===== config.mk =====
export PLATFORM = sky130hd
export DESIGN_NAME = sorted_priority_queue
export DESIGN_NICKNAME = d
export VERILOG_FILES = /design/src/hw/rtl/spq_pkg.sv /design/src/hw/rtl/spq_ram.sv /design/src/hw/rtl/sorted_priority_queue.sv
export SDC_FILE = /design/constraint.sdc
export NUM_CORES = 2
export LEC_CHECK = 0
export ABC_AREA = 1
export ABC_CLOCK_PERIOD_IN_PS = 16600
export BUFFER_PORTS_ARGS = -buffer_cell sky130_fd_sc_hd__buf_2
export CAP_MARGIN = 20
export CORE_ASPECT_RATIO = 0.75
export CORE_MARGIN = 10
export CORE_UTILIZATION = 45
export CTS_CLUSTER_DIAMETER = 50
export DETAILED_ROUTE_END_ITERATION = 12
export PLACE_DENSITY = 0.67
export SKIP_CTS_REPAIR_TIMING = 1
export SLEW_MARGIN = 20
export SYNTH_ARGS = -nofsm -noshare
export SYNTH_HDL_FRONTEND = slang
export SYNTH_SLANG_ARGS = --single-unit

===== constraint.sdc =====
create_clock -name clk -period 16.6 [get_ports clk]
set_clock_uncertainty 0.15 [all_clocks]
set_input_delay 3.32 -clock clk [delete_from_list [all_inputs] [get_ports clk]]
set_output_delay 3.32 -clock clk [all_outputs]
set_load 0.05 [all_outputs]

===== src/hw/rtl/spq_pkg.sv =====
// Shared types and constants for the sorted priority queue.
package spq_pkg;

    localparam int CAPACITY = 64;
    localparam int ADDR_W   = $clog2(CAPACITY);
    localparam int CNT_W    = 7;
    localparam int KEY_W    = 32;
    localparam int PAY_W    = 16;

    typedef logic [1:0] status_t;
    localparam status_t ST_DONE  = 2'd0;
    localparam status_t ST_FULL  = 2'd1;
    localparam status_t ST_EMPTY = 2'd2;

    localparam logic KIND_INSERT = 1'b0;
    localparam logic KIND_REMOVE = 1'b1;

    typedef enum logic [2:0] {
        S_IDLE,
        S_SCAN,
        S_SHIFT,
        S_PLACE,
        S_HEAD,
        S_DONE
    } state_t;

    typedef struct packed {
        logic signed [KEY_W-1:0] key;
        logic [PAY_W-1:0]        payload;
    } entry_t;

endpackage


===== src/hw/rtl/spq_ram.sv =====
// Single-port-write, single-port-read entry memory with registered read data.
module spq_ram
(
    input  logic                  clk,
    input  logic                  we,
    input  logic [spq_pkg::ADDR_W-1:0] waddr,
    input  spq_pkg::entry_t       wdata,
    input  logic [spq_pkg::ADDR_W-1:0] raddr,
    output spq_pkg::entry_t       rdata
);
    import spq_pkg::*;

    entry_t mem [CAPACITY];

    always_ff @(posedge clk)
    begin
        if (we)
        begin
            mem[waddr] <= wdata;
        end
        rdata <= mem[raddr];
    end

endmodule


===== src/hw/rtl/sorted_priority_queue.sv =====
// Top level of the sorted priority queue: sequencer around one entry memory.
//
// Usage: drive kind, entry_key and entry_payload with start high while busy
// is low; the request is taken at that edge. One result follows, shown for
// exactly one cycle with done high: status, removed entry, head and count.
// Entries sit in descending key order in one memory, head at address 0.
// An insert reads entries from the tail toward the head, each read followed
// by a compare and write back, moving each entry with a key not greater than
// the new one up one place until the slot is found, then writes the new entry
// and reads back the head. A remove reads entries from the head toward the
// tail, moving each down. Refused requests (full insert, empty remove) skip
// the scan and go straight to the head read.
// One request is processed at a time; busy stays high until done.
// Reset clears the count and control; memory contents need no clearing.
// The receiver cannot stall: each result appears once and must be taken.
module sorted_priority_queue
(
    input  logic                        clk,
    input  logic                        rst_n,
    input  logic                        start,
    output logic                        busy,
    input  logic                        kind,
    input  logic signed [31:0]          entry_key,
    input  logic [15:0]                 entry_payload,
    output logic                        done,
    output logic [1:0]                  status,
    output logic signed [31:0]          out_key,
    output logic [15:0]                 out_payload,
    output logic signed [31:0]          head_key,
    output logic [15:0]                 head_payload,
    output logic [6:0]                  item_count,
    output logic                        is_empty
);
    import spq_pkg::*;

    state_t state_reg, state_next;
    logic [CNT_W-1:0]  count_reg, count_next;
    logic [CNT_W-1:0]  idx_reg, idx_next;
    logic              kind_reg;
    entry_t            new_reg;
    status_t           status_reg, status_next;
    entry_t            out_reg, out_next;
    logic              in_wr;

    logic              we;
    logic [ADDR_W-1:0] waddr, raddr;
    entry_t            wdata, rdata;

    spq_ram u_ram
    (
        .clk   (clk),
        .we    (we),
        .waddr (waddr),
        .wdata (wdata),
        .raddr (raddr),
        .rdata (rdata)
    );

    assign in_wr = start && !busy;

    always_comb
    begin
        state_next  = state_reg;
        count_next  = count_reg;
        idx_next    = idx_reg;
        status_next = status_reg;
        out_next    = out_reg;
        unique case (state_reg)
            S_IDLE:
            begin
                if (in_wr)
                begin
                    status_next = ST_DONE;
                    out_next    = '0;
                    if (kind == KIND_INSERT)
                    begin
                        if (count_reg >= CNT_W'(CAPACITY))
                        begin
                            status_next = ST_FULL;
                            state_next  = S_HEAD;
                        end
                        else if (count_reg == '0)
                        begin
                            idx_next   = '0;
                            state_next = S_PLACE;
                        end
                        else
                        begin
                            idx_next   = count_reg - 1'b1;
                            state_next = S_SCAN;
                        end
                    end
                    else
                    begin
                        if (count_reg == '0)
                        begin
                            status_next = ST_EMPTY;
                            state_next  = S_HEAD;
                        end
                        else
                        begin
                            idx_next   = '0;
                            state_next = S_SCAN;
                        end
                    end
                end
            end
            S_SCAN:
            begin
                state_next = S_SHIFT;
            end
            S_SHIFT:
            begin
                if (kind_reg == KIND_INSERT)
                begin
                    if (new_reg.key >= rdata.key)
                    begin
                        if (idx_reg == '0)
                        begin
                            state_next = S_PLACE;
                        end
                        else
                        begin
                            idx_next   = idx_reg - 1'b1;
                            state_next = S_SCAN;
                        end
                    end
                    else
                    begin
                        idx_next   = idx_reg + 1'b1;
                        state_next = S_PLACE;
                    end
                end
                else
                begin
                    if (idx_reg == '0)
                    begin
                        out_next = rdata;
                    end
                    if (idx_reg + 1'b1 >= count_reg)
                    begin
                        count_next = count_reg - 1'b1;
                        state_next = S_HEAD;
                    end
                    else
                    begin
                        idx_next   = idx_reg + 1'b1;
                        state_next = S_SCAN;
                    end
                end
            end
            S_PLACE:
            begin
                count_next = count_reg + 1'b1;
                state_next = S_HEAD;
            end
            S_HEAD:
            begin
                state_next = S_DONE;
            end
            S_DONE:
            begin
                state_next = S_IDLE;
            end
            default:
            begin
                state_next = S_IDLE;
            end
        endcase
    end

    always_comb
    begin
        we    = 1'b0;
        waddr = idx_reg[ADDR_W-1:0];
        wdata = rdata;
        raddr = idx_reg[ADDR_W-1:0];
        unique case (state_reg)
            S_SHIFT:
            begin
                if (kind_reg == KIND_INSERT)
                begin
                    we    = !(new_reg.key >= rdata.key) ? 1'b0 : 1'b1;
                    waddr = ADDR_W'(idx_reg + 1'b1);
                end
                else
                begin
                    we    = (idx_reg != '0);
                    waddr = ADDR_W'(idx_reg - 1'b1);
                end
            end
            S_PLACE:
            begin
                we    = 1'b1;
                wdata = new_reg;
            end
            S_HEAD:
            begin
                raddr = '0;
            end
            default:
            begin
            end
        endcase
    end

    always_ff @(posedge clk or negedge rst_n)
    begin
        if (!rst_n)
        begin
            state_reg  <= S_IDLE;
            count_reg  <= '0;
            idx_reg    <= '0;
            status_reg <= ST_DONE;
        end
        else
        begin
            state_reg  <= state_next;
            count_reg  <= count_next;
            idx_reg    <= idx_next;
            status_reg <= status_next;
        end
    end

    always_ff @(posedge clk)
    begin
        out_reg <= out_next;
        if (in_wr)
        begin
            kind_reg <= kind;
            new_reg  <= '{key: entry_key, payload: entry_payload};
        end
    end

    assign busy         = (state_reg != S_IDLE);
    assign done         = (state_reg == S_DONE);
    assign status       = status_reg;
    assign out_key      = out_reg.key;
    assign out_payload  = out_reg.payload;
    assign is_empty     = (count_reg == '0);
    assign head_key     = is_empty ? '0 : rdata.key;
    assign head_payload = is_empty ? '0 : rdata.payload;
    assign item_count   = count_reg;

    a_count_range: assert property (@(posedge clk) disable iff (!rst_n)
        count_reg <= CNT_W'(CAPACITY))
        else $error("entry count above capacity");

    a_done_after_head: assert property (@(posedge clk) disable iff (!rst_n)
        done |-> $past(state_reg == S_HEAD))
        else $error("result without head read");

    a_refused_keeps_count: assert property (@(posedge clk) disable iff (!rst_n)
        (done && status_reg != ST_DONE) |-> $stable(count_reg))
        else $error("refused request changed count");

endmodule


==> impl_metrics.ini <==
[grt]
grt.total_usage_pct = 23.64
grt_overflow = 0
grt_pass1_vias = 79440
grt_max_degree = 181
antenna_found_initial = 21
grt_pass1_wl_um = 558300

[yosys]
synth_area_leaders = edfxtp_1 (72%), o211ai_1 (9.7%), or2_1 (3.7%)
yosysSeqAreaShare_pct = 73.35
syn_area_per_cell_um2 = 14.18
synth_largest_area_cell = edfxtp_1
synth_edf_count = 3169
synth_area_um2 = 131700
synth_nets = 9384
synthFlopType = edfxtp_1
ys_ff_latch = 3236
syn_inst = 9287
synthArstFlopShare_pct = 0.5871
yosysWarnings = 0
synth_top_area_share_pct = 72.26
synth_cell_types = 42

[power]
p_per_area_nw_per_um2 = 205.5
p_sw_share_pct = 41.91
cellLeakagePower_nw = 45.70
switchingPower_mw = 12.61
p_int_mw = 17.49
seqPwrFrac_pct = 36.3
pwr-share-clk_pct = 22.0
ir_worst_vdd_mv = 0.2341
power_frac_comb_pct = 41.7

[detailed_routing]
drtIter0Drc = 11290
routedWlPerCell_um = 28.88
drtPass1Iterations = 6
antenna_left = 0
vias = 82350
drt_wl_total_um = 386400
drc = 0
via_per_inst = 6.155

[floorplanning]
die_width_um = 644.7
die-area_um2 = 314900
core_area_um2 = 290300
io_pins = 160
die_h_um = 488.5
start_util_pct = 45.36
rows = 171

[min_path]
hold_class = reg2reg
worstHoldPathCells = 2
worst_hold_path.endpoint = status[1]
min-delay-start = status[1]

[placement]
io_buffers = 159
hpwl_um = 207100
dpl_worst_slack_ns = 11.21
place_congestion = 0.8710

[critical_path]
arrival_ns = 2.77
criticalPathCategory = reg2out
crit_path_start_kind = flop
r2r_cells = 14
rr_startpoint = state_reg[0]
r2r-end = u_ram.rdata[36]
rrSetupSlack_ns = 11.15
critPathMaxFanout = 49
worstPathRequired_ns = 13.13
cp-startpoint = item_count[0]
critPathCaptureType = output pin

[cts]
clk_latency_ns = 0.87
root_buffer = clkbuf_16
cts.clk_slew.worst_paths_ns = 0.06
clk_path_buf_depth = 4
cts_max_level = 5
cts_sinks = 3236
tritoncts = built
cts_made_buffers = 296

[cells_and_area]
drive_above_1_share_pct = 14.36
nNetsFinal = 9369
synthToLayoutAreaGrowth_pct = 11.20
largest_register_ffs = 3072

[timing]
finalHoldViolations = 0
rsz0062_at_grt = no
max_slew_margin_pct = 19.31
setup_viol = 0
maxSlewViolCount = 0
fin_ws_ns = 10.36
fin_crit_sh_pct = 37.57
fin_crit_ns = 6.237
tightest_slew_ns = 1.210
fin_tns_setup_ns = 0
max_freq_mhz = 160.3

[outcome]
status = finished, final reports clean

[job]
drv_cap = 0
-- per-stage QoR --
| step | hold slack [ns] | cells | instance area (µm²) | util (%) | power [mW] |
|---|---|---|---|---|---|
| floorplan | 0.3410 | 9287 | 131700 | - | 18.76 |
| global placement | 0.3376 | 12870 | 137300 | 47.29 | 23.21 |
| detailed placement | 0.3357 | 12870 | 137300 | 47.29 | 23.40 |
| CTS | 0.3520 | 13370 | 146400 | 50.43 | 29.95 |
| global route | 0.3713 | 13370 | 146400 | 50.43 | 31.26 |
| finish | 0.3437 | 13380 | 146400 | 50.44 | 30.10 |
-- cell families (layout without fill, tap and decap cells) --
logic type	Yosys count	in the layout	synth area share, %
DFF	3236	3236	73.35
other	0	7	0
xor gates and xnor gates	20	20	0.1330
AOI/OAI and AO/OA	2120	2120	11.53
buffers and inverters	891	1085	2.824
and+or+nand+nor	2975	2975	11.73
adders and majority gates	45	45	0.4276
-- synth_stat cells (4+ instances only) --
cell,n
edfxtp_1,3169
nor3b_1,4
xor2_1,18
o21a_1,5
a21oi_1,34
o21ai_0,200
dfxtp_1,48
ha_1,45
or2_0,88
o21ai_1,36
buf_1,75
clkbuf_2,39
clkbuf_1,407
nor3_1,6
or2_2,463
inv_1,190
inv_2,5
buf_2,150
o31ai_1,87
nor2_1,431
nand4_1,8
nand2_1,495
dfrtp_1,19
buf_6,15
nand3_1,702
o211ai_1,1709
or2_1,771
buf_4,6
o22ai_1,41
-- power groups by stage --
stage                     registers (mW)  clock network [mW]  logic, mW
after global placement              11.1                   0       12.1
final                               10.9                6.64       12.5
after floorplan                     11.5                   0       7.27
after global routing                10.9                7.02       13.3
after CTS                           10.9                6.68       12.4
after detailed placement            11.1                   0       12.3
-- worst max-delay path by stage --
stage	endpoint	slack, ns	cells after the start
after global routing	head_key[18]	10.20	7
after detailed placement	u_ram.rdata[20]	11.21	14
after global placement	u_ram.rdata[41]	11.21	14
final	head_key[18]	10.36	7
after floorplan	idx_reg[1]	10.10	7
after CTS	head_key[21]	10.36	7
-- critical path, cell delays in order (launching register included) --
cell     delay (ns)
dfrtp_1        0.44
inv_1          0.17
ha_1           0.17
nand4_1        0.19
inv_1          0.10
buf_4          0.44
nor2_1         0.14
buf_2          0.25
-- area by class of cell --
type	instances	area, µm²
fillers	23890	143900
flip-flops and latches	3236	96600
multi-input cells	5160	32450
clock buffers	384	8128
well taps	3892	4870
repair buffers	379	2623
clock inverters	123	983.4
inverters	199	777.0
diodes	7	17.52
-- placed cells by master (no fill, tap or decap), types with 188 or more instances in the layout --
cell / count
buf_4: 206
clkbuf_16: 312
edfxtp_1: 3169
inv_1: 188
nand2_1: 494
nand3_1: 702
nor2_1: 364
o211ai_1: 1709
or2_1: 771
or2_2: 463
-- routing by layer --
| layer | global-route usage (%) | wire length [µm] | vias up |
|---|---|---|---|
| li1 | - | - | 35320 |
| met1 | 33.39 | 155900 | 41460 |
| met2 | 35.90 | 171900 | 4760 |
| met3 | 5.346 | 42220 | 793 |
| met4 | 8.908 | 16340 | 18 |
| met5 | 0 | 124 | - |
No activity file was read; power rests on OpenSTA's default activity.
